## config.mk

```make
export PLATFORM = sky130hd
export DESIGN_NAME = cmsa_engine
export DESIGN_NICKNAME = d
export VERILOG_FILES = /design/src/rtl/core/cmsa_pkg.sv /design/src/rtl/core/cmsa_alu.sv /design/src/rtl/core/cmsa_engine.sv
export SDC_FILE = /design/constraint.sdc
export NUM_CORES = 2
export LEC_CHECK = 0
export ABC_AREA = 1
export BUFFER_PORTS_ARGS = -buffer_cell sky130_fd_sc_hd__clkbuf_2
export CORE_MARGIN = 2
export CORE_UTILIZATION = 55
export CTS_BUF_LIST = sky130_fd_sc_hd__clkbuf_4 sky130_fd_sc_hd__clkbuf_8
export DETAILED_ROUTE_END_ITERATION = 16
export PLACE_DENSITY = 0.72
export SLEW_MARGIN = 10
export SYNTH_ARGS = -nofsm -noshare
export SYNTH_HDL_FRONTEND = slang
export SYNTH_SLANG_ARGS = --single-unit
```

## constraint.sdc

```tcl
create_clock -name clk -period 10.75 [get_ports clk]
set_clock_uncertainty 0.05 [all_clocks]
set_input_delay 2.15 -clock clk [delete_from_list [all_inputs] [get_ports clk]]
set_output_delay 2.15 -clock clk [all_outputs]
set_load 0.005 [all_outputs]
```

## src/rtl/core/cmsa_pkg.sv

```systemverilog
package cmsa_pkg;

	localparam int MAX_CHANNELS_DEF = 1024;
	localparam int MAX_POLS_DEF = 4;
	localparam int SAMPLE_BITS_DEF = 16;

	localparam int SUM_W = 48;
	localparam int SQS_W = 64;
	localparam int CNT_W = 32;
	localparam int OUT_W = 24;
	localparam int ALU_W = 113;

	localparam logic [1:0] ACT_ACC = 2'd0;
	localparam logic [1:0] ACT_REPORT = 2'd1;
	localparam logic [1:0] ACT_CLEAR = 2'd2;
	localparam logic [1:0] ACT_NONE = 2'd3;

	localparam logic [1:0] ST_OK = 2'd0;
	localparam logic [1:0] ST_RANGE = 2'd1;
	localparam logic [1:0] ST_EMPTY = 2'd2;

	localparam logic REG_CHANNELS = 1'b0;
	localparam logic REG_POLS = 1'b1;

	typedef struct packed {
		logic done;
		logic [OUT_W-1:0] mean;
		logic [OUT_W-1:0] sigma;
	} cmsa_res_t;

endpackage

```

## src/rtl/core/cmsa_alu.sv

```systemverilog
module cmsa_alu #(
	parameter int W = 113
) (
	input  logic [W-1:0] a,
	input  logic [W-1:0] b,
	input  logic         sub,
	output logic [W-1:0] res,
	output logic         borrow
);

	logic [W:0] full;

	assign full = {1'b0, a} + {1'b0, (sub ? ~b : b)} + {{W{1'b0}}, sub};
	assign res = full[W-1:0];
	assign borrow = sub & ~full[W];

endmodule

```

## src/rtl/core/cmsa_engine.sv

```systemverilog
module cmsa_engine (
	input  logic                      clk,
	input  logic                      arst_n,
	input  logic                      start,
	input  logic [cmsa_pkg::CNT_W-1:0] cnt_i,
	input  logic [cmsa_pkg::SUM_W-1:0] sum_i,
	input  logic [cmsa_pkg::SQS_W-1:0] sqs_i,
	output cmsa_pkg::cmsa_res_t        res
);

	import cmsa_pkg::*;

	typedef enum logic [8:0] {
		E_IDLE = 9'b000000001,
		E_MDIV = 9'b000000010,
		E_MULC = 9'b000000100,
		E_MULA = 9'b000001000,
		E_MULB = 9'b000010000,
		E_SUB  = 9'b000100000,
		E_VDIV = 9'b001000000,
		E_SQRT = 9'b010000000,
		E_DONE = 9'b100000000
	} eng_state_t;

	eng_state_t state_q;
	logic [CNT_W-1:0] cnt_q;
	logic [SQS_W-1:0] sqs_q;
	logic [SUM_W-1:0] smag_q;
	logic neg_q;
	logic ovf_q;
	logic [111:0] dv_q;
	logic [63:0] rm_q;
	logic [63:0] dd_q;
	logic [95:0] acc_q;
	logic [95:0] a_q;
	logic [63:0] mq_q;
	logic [6:0] step_q;
	logic [OUT_W-1:0] mean_q;
	logic [OUT_W-1:0] rt_q;
	logic [25:0] sr_q;

	logic [ALU_W-1:0] op_a;
	logic [ALU_W-1:0] op_b;
	logic op_sub;
	logic [ALU_W-1:0] alu_res;
	logic borrow;
	logic take;
	logic [64:0] r2;
	logic [63:0] mx;
	logic [27:0] sq_r;
	logic [25:0] trial;
	logic [111:0] dv_nx;
	logic [55:0] q56;
	logic [OUT_W-1:0] mean_nx;
	logic [SUM_W-1:0] smag_in;
	logic [55:0] num_in;
	logic last;

	cmsa_alu #(.W(ALU_W)) u_alu (
		.a(op_a),
		.b(op_b),
		.sub(op_sub),
		.res(alu_res),
		.borrow(borrow)
	);

	assign r2 = {rm_q, dv_q[111]};
	assign sq_r = {sr_q, dv_q[47:46]};
	assign trial = {rt_q, 2'b01};
	assign take = ~borrow;
	assign dv_nx = {dv_q[110:0], take};
	assign q56 = dv_nx[55:0];
	assign last = (step_q == 7'd1);
	assign smag_in = sum_i[SUM_W-1] ? (~sum_i + 1'b1) : sum_i;
	assign num_in = {smag_in, 8'b0} + 56'(cnt_i[CNT_W-1:1]);

	always_comb begin
		unique case (state_q)
			E_MULC: mx = 64'(cnt_q);
			E_MULA: mx = sqs_q;
			default: mx = 64'(smag_q);
		endcase
	end

	always_comb begin
		if (neg_q) begin
			mean_nx = (q56 > 56'd8388608) ? 24'h800000 : (~q56[23:0] + 1'b1);
		end else begin
			mean_nx = (q56 > 56'd8388607) ? 24'h7FFFFF : q56[23:0];
		end
	end

	always_comb begin
		op_a = '0;
		op_b = '0;
		op_sub = 1'b0;
		unique case (state_q)
			E_MDIV, E_VDIV: begin
				op_a = ALU_W'(r2);
				op_b = ALU_W'(dd_q);
				op_sub = 1'b1;
			end
			E_MULC, E_MULA, E_MULB: begin
				op_a = ALU_W'({acc_q[94:0], 1'b0});
				op_b = mq_q[63] ? ALU_W'(mx) : '0;
			end
			E_SUB: begin
				op_a = ALU_W'(a_q);
				op_b = ALU_W'(acc_q);
				op_sub = 1'b1;
			end
			E_SQRT: begin
				op_a = ALU_W'(sq_r);
				op_b = ALU_W'(trial);
				op_sub = 1'b1;
			end
			default: begin
				op_a = '0;
			end
		endcase
	end

	always_ff @(posedge clk or negedge arst_n) begin
		if (!arst_n) begin
			state_q <= E_IDLE;
			step_q <= '0;
		end else begin
			unique case (state_q)
				E_IDLE: begin
					if (start) begin
						state_q <= E_MDIV;
						step_q <= 7'd56;
					end
				end
				E_MDIV: begin
					step_q <= last ? 7'd32 : step_q - 1'b1;
					if (last) state_q <= E_MULC;
				end
				E_MULC: begin
					step_q <= last ? 7'd32 : step_q - 1'b1;
					if (last) state_q <= E_MULA;
				end
				E_MULA: begin
					step_q <= last ? 7'd48 : step_q - 1'b1;
					if (last) state_q <= E_MULB;
				end
				E_MULB: begin
					step_q <= last ? 7'd112 : step_q - 1'b1;
					if (last) state_q <= E_SUB;
				end
				E_SUB: begin
					state_q <= E_VDIV;
				end
				E_VDIV: begin
					step_q <= last ? 7'd24 : step_q - 1'b1;
					if (last) state_q <= E_SQRT;
				end
				E_SQRT: begin
					step_q <= step_q - 1'b1;
					if (last) state_q <= E_DONE;
				end
				E_DONE: begin
					state_q <= E_IDLE;
				end
				default: begin
					state_q <= E_IDLE;
				end
			endcase
		end
	end

	always_ff @(posedge clk) begin
		unique case (state_q)
			E_IDLE: begin
				cnt_q <= cnt_i;
				sqs_q <= sqs_i;
				smag_q <= smag_in;
				neg_q <= sum_i[SUM_W-1];
				dv_q <= {num_in, 56'b0};
				rm_q <= '0;
				dd_q <= 64'(cnt_i);
			end
			E_MDIV: begin
				dv_q <= dv_nx;
				rm_q <= take ? alu_res[63:0] : r2[63:0];
				if (last) begin
					mean_q <= mean_nx;
					acc_q <= '0;
					mq_q <= {cnt_q, 32'b0};
				end
			end
			E_MULC, E_MULA, E_MULB: begin
				if (!last) begin
					acc_q <= alu_res[95:0];
					mq_q <= {mq_q[62:0], 1'b0};
				end else begin
					unique case (state_q)
						E_MULC: begin
							dd_q <= alu_res[63:0];
							acc_q <= '0;
							mq_q <= {cnt_q, 32'b0};
						end
						E_MULA: begin
							a_q <= alu_res[95:0];
							acc_q <= '0;
							mq_q <= {smag_q, 16'b0};
						end
						default: begin
							acc_q <= alu_res[95:0];
						end
					endcase
				end
			end
			E_SUB: begin
				dv_q <= borrow ? '0 : {alu_res[95:0], 16'b0};
				rm_q <= '0;
			end
			E_VDIV: begin
				dv_q <= dv_nx;
				rm_q <= take ? alu_res[63:0] : r2[63:0];
				if (last) begin
					ovf_q <= |dv_nx[111:48];
					sr_q <= '0;
					rt_q <= '0;
				end
			end
			E_SQRT: begin
				dv_q <= {dv_q[109:0], 2'b00};
				sr_q <= take ? alu_res[25:0] : sq_r[25:0];
				rt_q <= {rt_q[22:0], take};
			end
			default: begin
				neg_q <= neg_q;
			end
		endcase
	end

	assign res.done = (state_q == E_DONE);
	assign res.mean = mean_q;
	assign res.sigma = ovf_q ? {OUT_W{1'b1}} : rt_q;

endmodule

```

Yosys cells after proc, flatten, opt, wreduce, memory -nomap -nowiden
Index checks and enable logic that the tools add are counted.

word-level totals
  register bits after elaboration = 732
  bits in latches = 0
  RAM bits = 0
  memory bits (read-only) = 0
  input port bits = 147
  output and inout port bits = 49
  word-level logic and storage cells = 117
  memories kept = 0

cells by class
  add/subtract/negate cells = 6
  $mul = 0
  div/mod/pow operators = 0
  $lt $le $gt $ge = 2
  eq/ne operators = 20
  shifts and indexed selects = 0
  muxes and demuxes = 45
  bitwise logic cells = 6
  reduce and logical (&&, ||, !) cells = 22

operators by type and width
  operator                                                                 count
  96-bit case mux with 4 select lines                                      2
  64-bit case mux with 2 select lines                                      5
  112-bit case mux with 4 select lines                                     1
  64-bit two-way mux                                                       6
  96-bit two-way mux                                                       3
  96-bit case mux with 2 select lines                                      1
  24-bit two-way mux                                                       5
  114-bit by 1-bit adder with 114-bit output                               1
  96-bit by 113-bit adder with 114-bit output                              1
  113-bit two-way mux                                                      1
  96-bit inverter with 113-bit output                                      1
  112-bit two-way mux                                                      1
  9-bit case mux with 8 select lines                                       1
  64-bit OR reduction                                                      1
  9-bit two-way mux                                                        7
  56-bit by 31-bit adder with 56-bit output                                1
  56-bit by 23-bit > comparator with 1-bit output (second input constant)  1
  56-bit by 24-bit > comparator with 1-bit output (second input constant)  1
  26-bit two-way mux                                                       2
  26-bit case mux with 2 select lines                                      1
  48-bit by 1-bit adder with 48-bit output (second input constant)         1
  48-bit two-way mux                                                       1
  48-bit inverter                                                          1
  24-bit case mux with 2 select lines                                      1
  other kinds (29)                                                         54

Depth between registers and ports, before layout
  word-level depth = 15
  depth in mapped cells = 45

Modules after synthesis
From an unflattened synthesis, not the netlist that was laid out.

unflattened totals
  cells, all modules = 6,619
  area total of the unflattened synthesis = 49,895.4 um^2

by module, submodules not included
  module       times used  cells each  area an instance (um^2)
  cmsa_engine  1           3,823       36,658.9
  cmsa_alu     1           2,796       13,236.4

Least setup slack after synthesis
No wires, ideal clock.

  path type = flip-flop to flip-flop
  from = register step_q[2]
  to = register dd_q[0], enable pin
  library setup time = 0.574 ns
  data arrival time = 5.723 ns
  setup slack = 4.403 ns
  stages on the path, launching flop included = 6
  path buffers = 2
  cell sequence = dfrtp_1 nor2_1 nand4_1 clkbuf_1 clkbuf_1 o21ai_0

between the ends
  word-level cells in the longest chain between the ends = 3

ends and longest elaborated chain
  what                                      line                text
  from (decl)                               cmsa_engine.sv:37   logic [6:0] step_q;
  from (signal assigned)                    cmsa_engine.sv:136  step_q <= last ? 7'd32 : step_q - 1'b1;
  from (signal assigned)                    cmsa_engine.sv:140  step_q <= last ? 7'd32 : step_q - 1'b1;
  from (signal assigned)                    cmsa_engine.sv:144  step_q <= last ? 7'd48 : step_q - 1'b1;
  7-bit by 1-bit == test with 1-bit output  cmsa_engine.sv:73   assign last = (step_q == 7'd1);
  2-bit != test (no source line)            n/a
  3-bit AND reduction (no source line)      n/a
  to (signal assigned)                      cmsa_engine.sv:181  dd_q <= 64'(cnt_i);
  to (signal assigned)                      cmsa_engine.sv:199  dd_q <= alu_res[63:0];
  to (decl)                                 cmsa_engine.sv:33   logic [63:0] dd_q;

Every way passes these cells.
A chain may end at the register's enable or synchronous reset.

Worst setup path in the final report
  from = register state_q[6]
  to = register mean_q[22] (data pin)

between the ends
  word-level cells in the longest chain between the ends = 15

ends and longest elaborated chain
  what                                                                                                         line                                  text
  from (decl)                                                                                                  cmsa_engine.sv:25                     eng_state_t state_q;
  from (signal assigned)                                                                                       cmsa_engine.sv:125                    state_q <= E_IDLE;
  from (signal assigned)                                                                                       cmsa_engine.sv:131                    state_q <= E_MDIV;
  from (signal assigned)                                                                                       cmsa_engine.sv:137                    if (last) state_q <= E_MULC;
  9-bit by 4-bit == test with 1-bit output / 9-bit by 3-bit == test with 1-bit output (equally long branches)  cmsa_engine.sv:78, cmsa_engine.sv:97
  64-bit case mux with 2 select lines                                                                          cmsa_engine.sv:78                     unique case (state_q)
  64-bit two-way mux                                                                                           cmsa_engine.sv:105                    op_b = mq_q[63] ? ALU_W'(mx) : '0;
  96-bit case mux with 4 select lines                                                                          cmsa_engine.sv:97                     unique case (state_q)
  96-bit inverter with 113-bit output                                                                          cmsa_alu.sv:13                        assign full = {1'b0, a} + {1'b0, (sub ? ~b : b)} + {{W{1'b0}}, sub};
  113-bit two-way mux                                                                                          cmsa_alu.sv:13
  96-bit by 113-bit adder with 114-bit output                                                                  cmsa_alu.sv:13
  114-bit by 1-bit adder with 114-bit output                                                                   cmsa_alu.sv:13
  1-bit inverter                                                                                               cmsa_alu.sv:15                        assign borrow = sub & ~full[W];
  1-bit bitwise AND (*)                                                                                        cmsa_alu.sv:15
  1-bit inverter (*)                                                                                           cmsa_engine.sv:70                     assign take = ~borrow;
  parallel branches: the longest is 3 deep, another holds 56-bit by 23-bit > comparator with 1-bit output      n/a
  24-bit two-way mux (*)                                                                                       cmsa_engine.sv:86                     if (neg_q) begin
  named net mean_nx[22]                                                                                        cmsa_engine.sv:54                     logic [OUT_W-1:0] mean_nx;
  to (signal assigned)                                                                                         cmsa_engine.sv:187                    mean_q <= mean_nx;
  to (decl)                                                                                                    cmsa_engine.sv:38                     logic [OUT_W-1:0] mean_q;

Mark *: on every way through the listed nets, which the timed path passes.

==> tab_implementation.tex <==
\begin{tabular}{lr}
\hline
Metric & Value \\
\hline
\multicolumn{2}{l}{\textbf{Global route}} \\
\quad Tot GR Track Use & roughly 40\% \\
\quad First-pass GRT wire length & between 200,000 and 250,000 µm \\
\quad Via count of the first global-routing pass & approximately 37,000 \\
\quad GRT Residual Overflow & 0 \\
\quad Maximum number of pins on one net before global-route repair & 88 \\
\quad Antenna violations before repair & 7 \\
\multicolumn{2}{l}{\textbf{Setup path}} \\
\quad Data arrival at the endpoint of the critical path & 9.14 ns \\
\quad Required @ worst endpoint & roughly 11 ns \\
\quad CP endpoint kind & flip-flop \\
\quad Count of buffering cells on the critical path with inverters included & 9 \\
\quad Nature of the critical path startpoint & flip-flop \\
\quad Worst path slowest cell & sky130\_fd\_sc\_hd\_\_nor2\_8 \\
\quad Maximum single-stage delay on the critical path & roughly 0.47 ns \\
\quad Top fanout value on the critical path & 36 \\
\quad Type of the worst setup path & flip-flop to flip-flop \\
\quad CP most frequent cell & sky130\_fd\_sc\_hd\_\_nand2\_1 \\
\quad Worst path top cell family by delay & simple AND/OR/NAND/NOR gates \\
\multicolumn{2}{l}{\textbf{Placed design}} \\
\quad Global placer's final weighted congestion & 1.06 \\
\quad Number of port buffers & 195 \\
\quad Half-perimeter wire length after detailed placement & roughly 130,000 µm \\
\multicolumn{2}{l}{\textbf{STA}} \\
\quad Fraction of the cycle the final worst path needs & about four fifths \\
\quad Max-slew violation count & 0 \\
\quad Worst slew margin relative to its limit & a little under a fifth \\
\quad Fmax & 116 MHz \\
\quad Setup TNS & 0 ns \\
\quad Transition at the pin with the smallest max-transition slack & roughly 1.2 ns \\
\quad Minimum clock period & between 8 and 9 ns \\
\quad RSZ-0062 raised after global routing & false \\
\quad Number of failing setup endpoints in the final timing report & 0 \\
\quad Final Hold Fails & 0 \\
\multicolumn{2}{l}{\textbf{Clocking}} \\
\quad CTS H-tree lvls & 3 \\
\quad Sink count of the clock tree & approximately 720 \\
\quad Clock latency reported for the late side of the worst-skew pair & $\sim$0.8 ns \\
\quad CTS clock-pin slew for the worst setup and hold paths & around 0.070 ns \\
\quad Clock tree from TritonCTS & built \\
\quad Post-CTS setup-driven buffer insertion count & 0 \\
\quad Hold\_buf cts & 0 \\
\quad Post-CTS Resized & 0 \\
\quad Bufs on Longest Clock Path & 3 \\
\quad Root buffer cell & sky130\_fd\_sc\_hd\_\_clkbuf\_8 \\
\quad Number of clock buffers inserted by TritonCTS & $\sim$120 \\
\multicolumn{2}{l}{\textbf{Pwr}} \\
\quad Power per cell area & around 270 nW/µm² \\
\quad Flop pwr share & between 40 and 50\% \\
\quad VDD IR-drop max & 0.264 mV \\
\quad Power share of the clock group & 18.1\% \\
\quad Switching part of the total power & between 40\% and 50\% \\
\quad Total power after layout & around 13,000 µW \\
\quad P\_sw & roughly 5800 µW \\
\quad Internal power summed over all cells & 7020 µW \\
\quad Relative contribution of combinational cells to total power & approximately two fifths \\
\quad LEAKAGE & between 0.015 and 0.02 µW \\
\multicolumn{2}{l}{\textbf{Synth}} \\
\quad Total nets after synthesis & between 5,000 and 6,000 \\
\quad Area fraction in compound gates after synthesis & 17.1\% \\
\quad Largest family of logic cells by synthesized area & simple AND/OR/NAND/NOR gates \\
\quad Library cell with the largest summed area after synthesis & sky130\_fd\_sc\_hd\_\_edfxtp\_1 \\
\quad Top cells by area, synth & sky130\_fd\_sc\_hd\_\_edfxtp\_1 (49\%), sky130\_fd\_sc\_hd\_\_nand2\_1 (8.6\%), sky130\_fd\_sc\_hd\_\_nor2\_1 (5.1\%), sky130\_fd\_sc\_hd\_\_inv\_1 (4.8\%), sky130\_fd\_sc\_hd\_\_o21ai\_0 (4.4\%) \\
\quad Async S/R FF share, synth & 2.23\% \\
\quad Synthesized cell area & 43,100 µm² \\
\quad Commonest cells in the netlist & sky130\_fd\_sc\_hd\_\_nand2\_1 (993), sky130\_fd\_sc\_hd\_\_edfxtp\_1 (700), sky130\_fd\_sc\_hd\_\_nor2\_1 (588), sky130\_fd\_sc\_hd\_\_inv\_1 (554), sky130\_fd\_sc\_hd\_\_o21ai\_0 (383) \\
\quad Yosys Warn Count & 0 \\
\quad Post-synthesis adder-cell area fraction & between 3 and 4\% \\
\quad Primary flip-flop cell chosen by synthesis mapping & sky130\_fd\_sc\_hd\_\_edfxtp\_1 \\
\quad Number of synthesized flops with an enable pin & 700 \\
\quad Synthesized instance count & $\sim$5,000 \\
\quad Synthesized-area fraction occupied by xor and xnor cells & around 3.4\% \\
\quad Proportion of synthesized area in mux cells & 0\% \\
\quad Unique cell type count in the Yosys netlist & between 60 and 70 \\
\quad Synthesized area divided by synthesized cell count & roughly 8.6 µm² \\
\quad Synthesized-area fraction occupied by and/or/nand/nor cells & 19.3\% \\
\quad Most frequently used cell type in the post-synthesis netlist & sky130\_fd\_sc\_hd\_\_nand2\_1 \\
\quad Flop and latch count out of synthesis & around 720 \\
\quad Area share of the leading cell type in the synthesized netlist & 48.7\% \\
\quad Share of the yosys chip area belonging to registers & between 40\% and 50\% \\
\multicolumn{2}{l}{\textbf{Route}} \\
\quad Detailed Route Iter0 Violations & between 4,000 and 5,000 \\
\quad DR vias/cell & $\sim$6.2 \\
\quad DR WL/cell & $\sim$26 µm \\
\quad First-pass iteration count of the detailed router & 6 \\
\quad Wirelength, routed & around 160,000 µm \\
\quad Final ANT Viol Nets & 0 \\
\quad DRC violations left & 0 \\
\quad Total via count after detailed routing & slightly below 40,000 \\
\multicolumn{2}{l}{\textbf{Die}} \\
\quad Full die area & $\sim$81,000 µm² \\
\quad Horizontal extent of the die & between 200 and 300 µm \\
\quad Vertical die dimension & between 200 and 300 µm \\
\quad Number of core rows & approximately 100 \\
\quad Effective utilization at floorplan & about 56\% \\
\quad I/O pin total & roughly 200 \\
\quad Standard cell core area & between 70,000 and 80,000 µm² \\
\multicolumn{2}{l}{\textbf{Layout}} \\
\quad Share of post-route cells with drive strength above 1 & approximately 10\% \\
\quad Number of fillers in the final layout & approximately 7,100 \\
\quad Area growth syn-to-layout & 9.64\% \\
\quad Number of nets in the final layout & roughly 5,400 \\
\multicolumn{2}{l}{\textbf{Run status}} \\
\quad Outcome & finished clean \\
\multicolumn{2}{l}{\textbf{Run}} \\
\quad Maximum capacitance violations & 0 \\
\multicolumn{2}{l}{\textbf{Min path}} \\
\quad Type of the worst min-delay path & flip-flop to flip-flop \\
\hline
\end{tabular}
==> state kept, by name (all words and copies together), names as in the netlist <==
register / count
dd_q: 64
mean_q: 24
a_q: 96
cnt_q: 32
ovf_q: 1
rt_q: 24
dv_q: 112
sqs_q: 64
step_q: 7
smag_q: 48
state_q: 9
neg_q: 1
rm_q: 64
mq_q: 48
acc_q: 96
sr_q: 26
==> final timing paths <==
kind / slack [ns] / from / end / cells past startpoint
worst min register to register: 0.48 / step_q[0]$_DFFE_PN0P_ / step_q[0]$_DFFE_PN0P_ / 1
worst max-delay path: 2.11 / state_q[6]$_DFFE_PN0P_ / mean_q[22]$_DFFE_PP_ / 42
max in group asynchronous: 9.10 / arst_n / state_q[0]$_DFFE_PN1P_ / 1
worst min-delay path: 0.48 / step_q[0]$_DFFE_PN0P_ / step_q[0]$_DFFE_PN0P_ / 1
min in group asynchronous: 1.21 / arst_n / state_q[7]$_DFFE_PN0P_ / 1
worst max register to register: 2.11 / state_q[6]$_DFFE_PN0P_ / mean_q[22]$_DFFE_PP_ / 42
==> power by group through the flow <==
stage | clock network (µW) | registers (µW) | logic [µW]
after global routing | 2430 | 5380 | 5530
final | 2330 | 5320 | 5180
after global placement | 0 | 5310 | 5000
after CTS | 2330 | 5270 | 5070
after floorplan | 0 | 5130 | 3200
after detailed placement | 0 | 5310 | 5050
==> cell families (layout without fill, tap and decap cells) <==
logic type,Yosys count,in the layout
flip-flops,716,716
adder cells (fa/ha/maj),124,124
XOR/XNOR,160,160
buffers and inverters,775,1016
other,0,6
AO/OA/AOI/OAI,1214,1214
AND/OR/NAND/NOR,1999,1999
==> layout by cell type, fill, tap and decap left out, drive strengths merged, types with 5 or more instances in the layout <==
cell     Yosys  final
clkbuf     150    345
nand2     1009   1009
nand3      234    234
nor3        43     43
edfxtp     700    700
a21boi      11     11
a21o        15     15
a32o        22     22
inv        568    570
o21bai       7      7
a22o        48     48
o211ai      19     19
nor2       599    599
a31oi       25     25
nand3b       5      5
o21a        31     31
o22ai       93     93
nand4       57     57
a22oi      118    118
o21ai      417    417
dfrtp       15     15
xnor2       49     49
o221ai       9      9
nor4        36     36
or2          6      6
a21oi      328    328
xor2       111    111
o2111ai     16     16
buf         54     49
a221oi      35     35
clkinv       3     47
a221o        6      6
ha         122    122
diode        0      6
==> through the flow <==
step,std cells,cell area [µm²],hold slack [ns],util (%),worst slack (ns)
detailed placement,6068,45100,0.481,58.1,2.43
finish,6275,47300,0.484,61.0,2.11
floorplan,4988,43100,0.439,-,4.40
CTS,6269,47300,0.488,60.9,2.38
global route,6270,47300,0.522,60.9,1.34
global placement,6068,45100,0.465,58.1,2.59
==> per-layer routing <==
metal | wire length, µm | global-route usage [%] | vias to the layer above
li1 | - | - | 17719
met1 | 63000 | 51.7 | 18563
met2 | 72900 | 62.1 | 2326
met3 | 16500 | 8.49 | 448
met4 | 12300 | 25.1 | 4
met5 | 20 | 0 | -
==> final cells by class <==
class,instances,area [µm²],area share (%)
antenna,6,15.0,0.0317
clock buffer,150,1850,3.92
clock inverter,51,338,0.714
inverter,571,2150,4.56
multi-input combinational,3497,18800,39.8
sequential,716,21400,45.3
tap,1040,1300,2.75
timing repair buffer,244,1370,2.89
==> worst register-to-register path, delay by kind of cell (launching register included) <==
family	cells	cell delay (ns)
compound gates	6	1.23
xor+xnor	1	0.09
fa+ha+maj	2	0.54
buf+inv	9	1.67
flops	1	0.42
simple gates	24	4.38
Power figures use the tool's default switching activity.
